## config.mk

```make
export PLATFORM = sky130hd
export DESIGN_NAME = fir_lowpass_dc_removal_top
export DESIGN_NICKNAME = d
export VERILOG_FILES = /design/src/design/fird_pkg.sv /design/src/design/fird_mac.sv /design/src/design/fird_cdiv.sv /design/src/design/fir_lowpass_dc_removal_top.sv
export SDC_FILE = /design/constraint.sdc
export NUM_CORES = 2
export LEC_CHECK = 0
export BUFFER_PORTS_ARGS = -buffer_cell sky130_fd_sc_hd__buf_4
export CELL_PAD_IN_SITES_DETAIL_PLACEMENT = 1
export CELL_PAD_IN_SITES_GLOBAL_PLACEMENT = 1
export CORE_ASPECT_RATIO = 0.7
export CORE_MARGIN = 2
export CORE_UTILIZATION = 58
export DETAILED_ROUTE_END_ITERATION = 16
export PLACE_DENSITY = 0.84
export REMOVE_ABC_BUFFERS = 1
export SLEW_MARGIN = 30
export SYNTH_ARGS = -nofsm -noshare
export SYNTH_HDL_FRONTEND = slang
export SYNTH_HIERARCHICAL = 1
export SYNTH_SLANG_ARGS = --single-unit
```

## constraint.sdc

```tcl
create_clock -name clk_i -period 18.88 [get_ports clk_i]
set_input_delay 3.776 -clock clk_i [delete_from_list [all_inputs] [get_ports clk_i]]
set_output_delay 3.776 -clock clk_i [all_outputs]
set_load 0.1 [all_outputs]
```

## src/design/fird_pkg.sv

```systemverilog
`default_nettype none
// ----------------------------------------------------------------------------
// fird_pkg
// Shared constants, types and the coefficient table of the low-pass filter
// with DC bias removal.
// ----------------------------------------------------------------------------
package fird_pkg;

  // Default configuration of the block.
  localparam int TAPS_DEF        = 51;
  localparam int SAMPLE_BITS_DEF = 12;
  localparam int BIAS_BLOCK_DEF  = 35;

  // Coefficient format: signed Q1.15.
  localparam int COEF_W     = 16;
  localparam int COEF_IDX_W = 8;
  localparam int Q_SHIFT    = 15;
  localparam int Q_ROUND    = 32767;

  // Result field widths and the filter output range.
  localparam int FILT_W   = 14;
  localparam int CENT_W   = 15;
  localparam int FILT_MAX = 8191;
  localparam int FILT_MIN = -8192;

  // The output scale 1000/1240 reduced to lowest terms.
  localparam int SCALE_NUM = 25;
  localparam int SCALE_DEN = 31;

  // Constant divider: operand width and divisor width.
  localparam int DIV_W  = 20;
  localparam int DIV_DW = 6;

  // Divisor select codes.
  localparam logic DIV_SEL_BIAS  = 1'b0;
  localparam logic DIV_SEL_SCALE = 1'b1;

  // Request from the control to the constant divider.
  typedef struct packed {
    logic start;
    logic sel;
  } div_req_t;

  // Accumulator width for a given tap count and sample width.
  function automatic int acc_width(input int taps, input int sample_bits);
    acc_width = sample_bits + COEF_W + $clog2(taps) + 1;
  endfunction

  // Low-pass coefficients; taps past the table read as zero.
  function automatic logic signed [COEF_W-1:0] coef_at(input logic [COEF_IDX_W-1:0] k);
    logic signed [COEF_W-1:0] c;
    case (k)
      8'd0:    c = -16'sd248;
      8'd1:    c = -16'sd62;
      8'd2:    c = 16'sd162;
      8'd3:    c = 16'sd431;
      8'd4:    c = 16'sd538;
      8'd5:    c = 16'sd351;
      8'd6:    c = -16'sd38;
      8'd7:    c = -16'sd342;
      8'd8:    c = -16'sd297;
      8'd9:    c = 16'sd91;
      8'd10:   c = 16'sd499;
      8'd11:   c = 16'sd527;
      8'd12:   c = 16'sd56;
      8'd13:   c = -16'sd574;
      8'd14:   c = -16'sd789;
      8'd15:   c = -16'sd274;
      8'd16:   c = 16'sd660;
      8'd17:   c = 16'sd1211;
      8'd18:   c = 16'sd708;
      8'd19:   c = -16'sd722;
      8'd20:   c = -16'sd2005;
      8'd21:   c = -16'sd1744;
      8'd22:   c = 16'sd763;
      8'd23:   c = 16'sd4832;
      8'd24:   c = 16'sd8610;
      8'd25:   c = 16'sd10146;
      8'd26:   c = 16'sd8610;
      8'd27:   c = 16'sd4832;
      8'd28:   c = 16'sd763;
      8'd29:   c = -16'sd1744;
      8'd30:   c = -16'sd2005;
      8'd31:   c = -16'sd722;
      8'd32:   c = 16'sd708;
      8'd33:   c = 16'sd1211;
      8'd34:   c = 16'sd660;
      8'd35:   c = -16'sd274;
      8'd36:   c = -16'sd789;
      8'd37:   c = -16'sd574;
      8'd38:   c = 16'sd56;
      8'd39:   c = 16'sd527;
      8'd40:   c = 16'sd499;
      8'd41:   c = 16'sd91;
      8'd42:   c = -16'sd297;
      8'd43:   c = -16'sd342;
      8'd44:   c = 16'sd351;
      8'd45:   c = 16'sd538;
      8'd46:   c = 16'sd431;
      8'd47:   c = 16'sd162;
      8'd48:   c = -16'sd62;
      8'd49:   c = -16'sd248;
      8'd50:   c = -16'sd248;
      default: c = '0;
    endcase
    coef_at = c;
  endfunction

endpackage
`default_nettype wire

```

## src/design/fird_mac.sv

```systemverilog
`default_nettype none
// ----------------------------------------------------------------------------
// fird_mac
// Delay line held in a circular memory, swept one tap per cycle through a
// registered multiply and accumulate.
// ----------------------------------------------------------------------------
module fird_mac
  import fird_pkg::*;
#(
  parameter int TAPS        = TAPS_DEF,
  parameter int SAMPLE_BITS = SAMPLE_BITS_DEF
) (
  input  wire logic                   clk_i,
  input  wire logic                   rst_ni,
  input  wire logic                   start_i,
  input  wire logic [SAMPLE_BITS-1:0] sample_i,
  output logic                        done_o,
  output logic signed [acc_width(TAPS, SAMPLE_BITS)-1:0] acc_o
);

  localparam int ACC_W = acc_width(TAPS, SAMPLE_BITS);
  localparam int AW    = (TAPS > 1) ? $clog2(TAPS) : 1;
  localparam int FW    = $clog2(TAPS + 1);
  localparam int PW    = SAMPLE_BITS + 1 + COEF_W;
  localparam logic [AW-1:0] LAST  = AW'(TAPS - 1);
  localparam logic [FW-1:0] FULL  = FW'(TAPS);

  logic [SAMPLE_BITS-1:0] mem [TAPS];

  logic [AW-1:0]            wp_q, rp_q, k_q;
  logic [FW-1:0]            fill_q;
  logic                     run_q;
  logic                     s1_vld_q, s1_last_q, s1_ok_q;
  logic signed [COEF_W-1:0] s1_coef_q;
  logic [SAMPLE_BITS-1:0]   rd_q;
  logic                     s2_vld_q, s2_last_q;
  logic signed [PW-1:0]     prod_q;
  logic signed [ACC_W-1:0]  acc_q;
  logic                     done_q;
  logic signed [SAMPLE_BITS:0] tap_s;

  // Sample memory: the new word is written at the head, taps are read back
  // newest first.
  always_ff @(posedge clk_i) begin
    if (start_i) begin
      mem[wp_q] <= sample_i;
    end
    if (run_q) begin
      rd_q <= mem[rp_q];
    end
  end

  // Pointers, fill count and the tap sweep.
  always_ff @(posedge clk_i or negedge rst_ni) begin
    if (!rst_ni) begin
      wp_q   <= '0;
      rp_q   <= '0;
      k_q    <= '0;
      fill_q <= '0;
      run_q  <= 1'b0;
    end else if (start_i) begin
      rp_q   <= wp_q;
      wp_q   <= (wp_q == LAST) ? '0 : wp_q + 1'b1;
      k_q    <= '0;
      run_q  <= 1'b1;
      if (fill_q != FULL) begin
        fill_q <= fill_q + 1'b1;
      end
    end else if (run_q) begin
      rp_q <= (rp_q == '0) ? LAST : rp_q - 1'b1;
      k_q  <= k_q + 1'b1;
      if (k_q == LAST) begin
        run_q <= 1'b0;
      end
    end
  end

  // First stage: coefficient and a flag for taps that were never written.
  always_ff @(posedge clk_i or negedge rst_ni) begin
    if (!rst_ni) begin
      s1_vld_q  <= 1'b0;
      s1_last_q <= 1'b0;
    end else begin
      s1_vld_q  <= run_q;
      s1_last_q <= run_q && (k_q == LAST);
    end
  end

  always_ff @(posedge clk_i) begin
    s1_ok_q   <= FW'(k_q) < fill_q;
    s1_coef_q <= coef_at(COEF_IDX_W'(k_q));
  end

  assign tap_s = s1_ok_q ? $signed({1'b0, rd_q}) : '0;

  // Second stage: product of one tap.
  always_ff @(posedge clk_i or negedge rst_ni) begin
    if (!rst_ni) begin
      s2_vld_q  <= 1'b0;
      s2_last_q <= 1'b0;
    end else begin
      s2_vld_q  <= s1_vld_q;
      s2_last_q <= s1_vld_q && s1_last_q;
    end
  end

  always_ff @(posedge clk_i) begin
    prod_q <= tap_s * s1_coef_q;
  end

  // Third stage: accumulate, flag the sum as done after the last tap.
  always_ff @(posedge clk_i or negedge rst_ni) begin
    if (!rst_ni) begin
      acc_q  <= '0;
      done_q <= 1'b0;
    end else begin
      done_q <= s2_vld_q && s2_last_q;
      if (start_i) begin
        acc_q <= '0;
      end else if (s2_vld_q) begin
        acc_q <= acc_q + ACC_W'(prod_q);
      end
    end
  end

  assign done_o = done_q;
  assign acc_o  = acc_q;

endmodule
`default_nettype wire

```

## src/design/fird_cdiv.sv

```systemverilog
`default_nettype none
// ----------------------------------------------------------------------------
// fird_cdiv
// Unsigned division by one of two constants: multiply by a scaled
// reciprocal, then a single compare and subtract correction.
// ----------------------------------------------------------------------------
module fird_cdiv
  import fird_pkg::*;
#(
  parameter int BIAS_BLOCK = BIAS_BLOCK_DEF
) (
  input  wire logic             clk_i,
  input  wire logic             rst_ni,
  input  wire div_req_t         req_i,
  input  wire logic [DIV_W-1:0] x_i,
  output logic                  done_o,
  output logic [DIV_W-1:0]      quo_o
);

  localparam int MW = DIV_W + 1;
  localparam int PW = DIV_W + MW;
  localparam logic [MW-1:0]     M_BIAS  = MW'((1 << DIV_W) / BIAS_BLOCK);
  localparam logic [MW-1:0]     M_SCALE = MW'((1 << DIV_W) / SCALE_DEN);
  localparam logic [DIV_DW-1:0] D_BIAS  = DIV_DW'(BIAS_BLOCK);
  localparam logic [DIV_DW-1:0] D_SCALE = DIV_DW'(SCALE_DEN);

  logic [3:0]              vld_q;
  logic [DIV_W-1:0]        x_q;
  logic [DIV_DW-1:0]       d_q;
  logic [MW-1:0]           m_q;
  logic [PW-1:0]           p_q;
  logic [DIV_W-1:0]        q0_q, qd_q, quo_q;
  logic [DIV_W-1:0]        q0_w, rem_w;
  logic [DIV_W+DIV_DW-1:0] qd_full;

  // Stage valids.
  always_ff @(posedge clk_i or negedge rst_ni) begin
    if (!rst_ni) begin
      vld_q <= '0;
    end else begin
      vld_q <= {vld_q[2:0], req_i.start};
    end
  end

  // Operand capture and divisor selection.
  always_ff @(posedge clk_i) begin
    if (req_i.start) begin
      x_q <= x_i;
      d_q <= (req_i.sel == DIV_SEL_SCALE) ? D_SCALE : D_BIAS;
      m_q <= (req_i.sel == DIV_SEL_SCALE) ? M_SCALE : M_BIAS;
    end
  end

  // The estimate is the true quotient or one less; the remainder decides.
  assign q0_w    = p_q[DIV_W +: DIV_W];
  assign qd_full = q0_w * d_q;
  assign rem_w   = x_q - qd_q;

  always_ff @(posedge clk_i) begin
    p_q  <= x_q * m_q;
    q0_q <= q0_w;
    qd_q <= qd_full[DIV_W-1:0];
    if (vld_q[2]) begin
      quo_q <= (rem_w >= DIV_W'(d_q)) ? q0_q + 1'b1 : q0_q;
    end
  end

  assign done_o = vld_q[3];
  assign quo_o  = quo_q;

endmodule
`default_nettype wire

```

## src/design/fir_lowpass_dc_removal_top.sv

```systemverilog
`default_nettype none
// ----------------------------------------------------------------------------
// fir_lowpass_dc_removal_top
// Low-pass FIR on converter samples with block-wise DC bias removal.
// ----------------------------------------------------------------------------
// Usage:
//   Input channel: in_valid_i / in_stall_o carry one sample word. Output
//   channel: out_valid_o / out_stall_i carry the filtered value, the bias in
//   use and the centered value (filtered minus bias, scaled by 1000/1240).
//   Each accepted word gives exactly one result word.
//   One word is processed at a time. The filter sweeps the delay line one
//   tap per cycle from its sample memory; after the sweep come the multiply
//   pipeline, the sequencer steps and the scale division. The next word can
//   be taken in idle, which the engine enters as the result is loaded. A
//   word that closes a bias block also passes through the bias division.
//   in_stall_o is low whenever the engine is idle; the next word is taken
//   while the previous result still waits in the output register.
//   When the receiver stalls, the result holds and the engine waits with its
//   finished result until the output register frees.
//   Reset clears the delay line (through a fill count), the bias sum, the
//   block count and the bias, and empties the output register.
// ----------------------------------------------------------------------------
module fir_lowpass_dc_removal_top
  import fird_pkg::*;
#(
  parameter int TAPS        = TAPS_DEF,
  parameter int SAMPLE_BITS = SAMPLE_BITS_DEF,
  parameter int BIAS_BLOCK  = BIAS_BLOCK_DEF
) (
  input  wire logic                     clk_i,
  input  wire logic                     rst_ni,
  input  wire logic                     in_valid_i,
  output logic                          in_stall_o,
  input  wire logic [SAMPLE_BITS-1:0]   sample_i,
  output logic                          out_valid_o,
  input  wire logic                     out_stall_i,
  output logic signed [FILT_W-1:0]      filtered_o,
  output logic signed [FILT_W-1:0]      bias_o,
  output logic signed [CENT_W-1:0]      centered_o
);

  localparam int ACC_W = acc_width(TAPS, SAMPLE_BITS);
  localparam int CW    = $clog2(BIAS_BLOCK + 1);
  localparam int SUM_W = FILT_W + CW;
  localparam logic signed [ACC_W-1:0] F_HI = ACC_W'(FILT_MAX);
  localparam logic signed [ACC_W-1:0] F_LO = ACC_W'(FILT_MIN);
  localparam logic [CW-1:0] BLOCK_N = CW'(BIAS_BLOCK);

  localparam logic [2:0] S_IDLE  = 3'd0;
  localparam logic [2:0] S_MAC   = 3'd1;
  localparam logic [2:0] S_FILT  = 3'd2;
  localparam logic [2:0] S_BIAS  = 3'd3;
  localparam logic [2:0] S_BDIV  = 3'd4;
  localparam logic [2:0] S_SCALE = 3'd5;
  localparam logic [2:0] S_CDIV  = 3'd6;
  localparam logic [2:0] S_OUT   = 3'd7;

  logic [2:0]               state_q, state_d;
  logic                     in_acc, out_free;
  logic                     mac_done;
  logic signed [ACC_W-1:0]  mac_acc, adj, shq;
  logic signed [FILT_W-1:0] filt_d, filt_q, bias_q;
  logic signed [SUM_W-1:0]  sum_q;
  logic [SUM_W-1:0]         sum_mag;
  logic [CW-1:0]            count_q;
  logic signed [FILT_W:0]   diff;
  logic [FILT_W:0]          diff_mag;
  logic [DIV_W-1:0]         mag25_q, div_x, div_quo;
  logic                     neg_q, cstart_q, div_done;
  logic [FILT_W-1:0]        bq;
  logic [CENT_W-1:0]        cq;
  logic signed [CENT_W-1:0] cent_q;
  div_req_t                 div_req;

  assign in_acc     = in_valid_i && !in_stall_o;
  assign in_stall_o = (state_q != S_IDLE);
  assign out_free   = !out_valid_o || !out_stall_i;

  fird_mac #(
    .TAPS        (TAPS),
    .SAMPLE_BITS (SAMPLE_BITS)
  ) u_mac (
    .clk_i    (clk_i),
    .rst_ni   (rst_ni),
    .start_i  (in_acc),
    .sample_i (sample_i),
    .done_o   (mac_done),
    .acc_o    (mac_acc)
  );

  // Divider requests: the bias on a block-closing word, then the scale.
  assign div_req.start = ((state_q == S_BIAS) && (count_q == BLOCK_N)) || cstart_q;
  assign div_req.sel   = cstart_q ? DIV_SEL_SCALE : DIV_SEL_BIAS;
  assign sum_mag       = sum_q[SUM_W-1] ? SUM_W'(-sum_q) : SUM_W'(sum_q);
  assign div_x         = cstart_q ? mag25_q : DIV_W'(sum_mag);

  fird_cdiv #(
    .BIAS_BLOCK (BIAS_BLOCK)
  ) u_cdiv (
    .clk_i  (clk_i),
    .rst_ni (rst_ni),
    .req_i  (div_req),
    .x_i    (div_x),
    .done_o (div_done),
    .quo_o  (div_quo)
  );

  // Drop the Q1.15 fraction toward zero and saturate.
  assign adj = mac_acc + (mac_acc[ACC_W-1] ? ACC_W'(Q_ROUND) : ACC_W'(0));
  assign shq = adj >>> Q_SHIFT;
  always_comb begin
    if (shq > F_HI) begin
      filt_d = FILT_W'(FILT_MAX);
    end else if (shq < F_LO) begin
      filt_d = FILT_W'(FILT_MIN);
    end else begin
      filt_d = shq[FILT_W-1:0];
    end
  end

  // Difference to the bias and its magnitude.
  assign diff     = (FILT_W+1)'(filt_q) - (FILT_W+1)'(bias_q);
  assign diff_mag = diff[FILT_W] ? (FILT_W+1)'(-diff) : (FILT_W+1)'(diff);
  assign bq       = FILT_W'(div_quo);
  assign cq       = CENT_W'(div_quo);

  // Sequencer.
  always_comb begin
    state_d = state_q;
    unique case (state_q)
      S_IDLE:  if (in_acc) state_d = S_MAC;
      S_MAC:   if (mac_done) state_d = S_FILT;
      S_FILT:  state_d = S_BIAS;
      S_BIAS:  state_d = (count_q == BLOCK_N) ? S_BDIV : S_SCALE;
      S_BDIV:  if (div_done) state_d = S_SCALE;
      S_SCALE: state_d = S_CDIV;
      S_CDIV:  if (div_done) state_d = S_OUT;
      S_OUT:   if (out_free) state_d = S_IDLE;
      default: state_d = S_IDLE;
    endcase
  end

  always_ff @(posedge clk_i or negedge rst_ni) begin
    if (!rst_ni) begin
      state_q  <= S_IDLE;
      cstart_q <= 1'b0;
    end else begin
      state_q  <= state_d;
      cstart_q <= (state_q == S_SCALE);
    end
  end

  // Bias block: sum filtered words, then replace the bias with the mean.
  always_ff @(posedge clk_i or negedge rst_ni) begin
    if (!rst_ni) begin
      sum_q   <= '0;
      count_q <= '0;
      bias_q  <= '0;
    end else if ((state_q == S_BIAS) && (count_q != BLOCK_N)) begin
      sum_q   <= sum_q + SUM_W'(filt_q);
      count_q <= count_q + 1'b1;
    end else if ((state_q == S_BDIV) && div_done) begin
      bias_q  <= sum_q[SUM_W-1] ? -bq : bq;
      sum_q   <= '0;
      count_q <= '0;
    end
  end

  // Datapath registers.
  always_ff @(posedge clk_i) begin
    if (state_q == S_FILT) begin
      filt_q <= filt_d;
    end
    if (state_q == S_SCALE) begin
      neg_q   <= diff[FILT_W];
      mag25_q <= DIV_W'(diff_mag) * DIV_W'(SCALE_NUM);
    end
    if ((state_q == S_CDIV) && div_done) begin
      cent_q <= neg_q ? -cq : cq;
    end
  end

  // Output register.
  always_ff @(posedge clk_i or negedge rst_ni) begin
    if (!rst_ni) begin
      out_valid_o <= 1'b0;
    end else if ((state_q == S_OUT) && out_free) begin
      out_valid_o <= 1'b1;
    end else if (!out_stall_i) begin
      out_valid_o <= 1'b0;
    end
  end

  always_ff @(posedge clk_i) begin
    if ((state_q == S_OUT) && out_free) begin
      filtered_o <= filt_q;
      bias_o     <= bias_q;
      centered_o <= cent_q;
    end
  end

endmodule
`default_nettype wire
```

==> out/metrics.csv <==
metric,value,unit
worst reg-to-reg setup slack,11080,ps
Mapped Cells,4949,
Port-buffer cells,60,
GRT Util Overall,32.55,%
clk sinks,965,
CTS HTree Levels,3,
RSZ-0062 raised after global routing,false,
outcome,finished clean,
clk_lat worst skew,760,ps
vias in the first global route,43330,
Crit Path Class,flop to flop,
"Arr. time, crit path",8420,ps
TritonCTS clock tree,built,
Die W,390.8,um
Final period util,41.34,%
DR pass1 iterations,5,
boundary pin count,61,
pre-CTS setup slack,11200,ps
Post-Route Setup TNS,0,ps
area delta synth->final,8.636,%
final instance area,65980,um^2
die height,274.7,um
Setup Buffers After CTS,0,
max cap viols,0,
final hold vios,0,
First DRT Iteration DRCs,4117,
Mapped Area,60730,um^2
Finished Core Util,63.41,%
Rel. slew slack,31.40,%
Final min period,7805,ps
CP Max Fanout,38,
first-pass GRT wire length,265600,um
cts hold-fix bufs,0,
final wirelength,171400,um
area of the multi-input gates,30210,um^2
GR Overflow Total,0,
placed cell area,62690,um^2
Syn Area/Cell,12.27,um^2
drc violations,0,
Least-Margin Pin Slew,1003,ps
GP Congestion,0.9057,
Avg WL per Cell,26.67,um
Worst-path clk slew,70,ps
Nets,5863,
site row count,99,
Reg area,27450,um^2
Post-CTS Resized,0,
critical path endpoint category,flop,
Clock Skews,72.05,ps
layout cells sized above 1,10.20,%
fmax,0.1281,GHz
initial antenna violation count,3,
clock root cell,clkbuf_16,
Critical Path RT,19490,ps
CTS Buf Count,93,
Setup-failing EPs final,0,
initial core utilization,58.37,%
Clock Path Buffers,3,
DIE AREA,107400,um^2
final worst slack,11080,ps
CP Launch Type,flop,
Post-DRT Antenna Nets,0,
post-DP HPWL,119000,um
CORE AREA,104100,um^2
vias per cell,6.316,
largest net degree at the start of global routing,100,
"Slew Viols, Final",0,
warnings from Yosys,6,
via count,40590,
fill cell count,10150,
Hold WC Path Type,flop to flop,
==> sequential cells by signal, indices dropped and copies added, names as in the netlist, 15 cells and up <==
| signal | count |
|---|---|
| centered_o | 15 |
| u_cdiv/quo_o | 15 |
| u_cdiv/p_q | 19 |
| cent_q | 15 |
| u_mac/mem | 612 |
| mag25_q | 20 |
| sum_q | 20 |
| u_cdiv/qd_q | 20 |
| u_mac/acc_o | 35 |
| u_cdiv/x_q | 20 |
| u_mac/prod_q | 29 |
==> per-layer routing <==
metal	part of all wire (%)	vias up	wire length, um	track usage (%)
met3	8.0	388	13640	5.356
met1	41	20790	70760	45.31
met5	0	-	0	0
met4	3.4	0	5794	10.58
met2	47	1868	81210	52.79
li1	-	17540	-	-
==> final cells by class <==
class / instances / area share [%]
multi-input cells: 3159 / 45.79
flip-flops and latches: 965 / 41.60
clock buffers: 110 / 3.713
inverters: 645 / 3.669
well taps: 1363 / 2.585
repair buffers: 121 / 1.432
clock inverters: 61 / 1.204
diodes: 2 / 0.007585
==> stage by stage <==
step / hold slack [ps] / cells
2_1_floorplan: 331.2 / 4769
5_1_grt: 355.1 / 6424
3_3_place_gp: 334.9 / 6252
3_5_place_dp: 335.8 / 6252
4_1_cts: 350.2 / 6423
6_report: 348.3 / 6426
==> worst paths after layout <==
check	to	startpoint	depth (start not counted)
max	u_cdiv/p_q[35]	u_cdiv/m_q[14]	24
min	u_cdiv/vld_q[2]	u_cdiv/vld_q[1]	0
max reg2reg	u_cdiv/p_q[35]	u_cdiv/m_q[14]	24
min reg2reg	u_cdiv/vld_q[2]	u_cdiv/vld_q[1]	0
max in group asynchronous	u_mac/s2_vld_q	rst_ni	2
min in group asynchronous	bias_q[12]	rst_ni	1
==> worst max-delay path, cell delays in order (launching register included) <==
cell	delay, ps
edfxtp_1	330
buf_4	370
and2_1	430
ha_1	340
ha_1	300
fa_1	510
inv_1	50
fa_1	480
inv_1	60
fa_1	540
inv_1	60
fa_1	510
fa_1	560
inv_1	40
ha_1	210
a2111oi_0	420
o21ai_0	190
o21a_1	160
nor3_1	170
a211oi_1	190
a41o_1	330
o41ai_1	580
o21ai_0	380
and3_1	290
a211oi_1	190
==> placed cells by master, fill, tap and decap left out, types with 11 or more instances in the layout <==
cell / n
clkbuf_16: 94
clkinv_2: 16
a211o_1: 12
a22oi_1: 11
bufinv_16: 11
o21ai_0: 187
inv_1: 639
o21a_1: 23
o21bai_1: 18
clkinv_1: 14
a31oi_1: 22
edfxtp_1: 754
a21oi_1: 178
nand2b_1: 25
mux2i_1: 84
and3_1: 107
clkbuf_1: 11
xnor2_1: 151
xor2_1: 89
mux4_2: 167
ha_1: 490
or2_2: 12
a21o_1: 56
nand2_1: 371
dfrtp_1: 109
dfxtp_1: 96
nand4_1: 36
o31ai_1: 17
nor3_1: 51
and2_1: 41
fa_1: 372
nor2b_1: 30
or3_1: 25
buf_4: 118
nand3_1: 100
nor4_1: 21
nor2_1: 222
nor2_2: 15
a211oi_1: 39
o211ai_1: 21
Power is left out: the tool's default activity adds up to more than one toggle a clock period on the data nets, which glitch-free logic cannot reach.
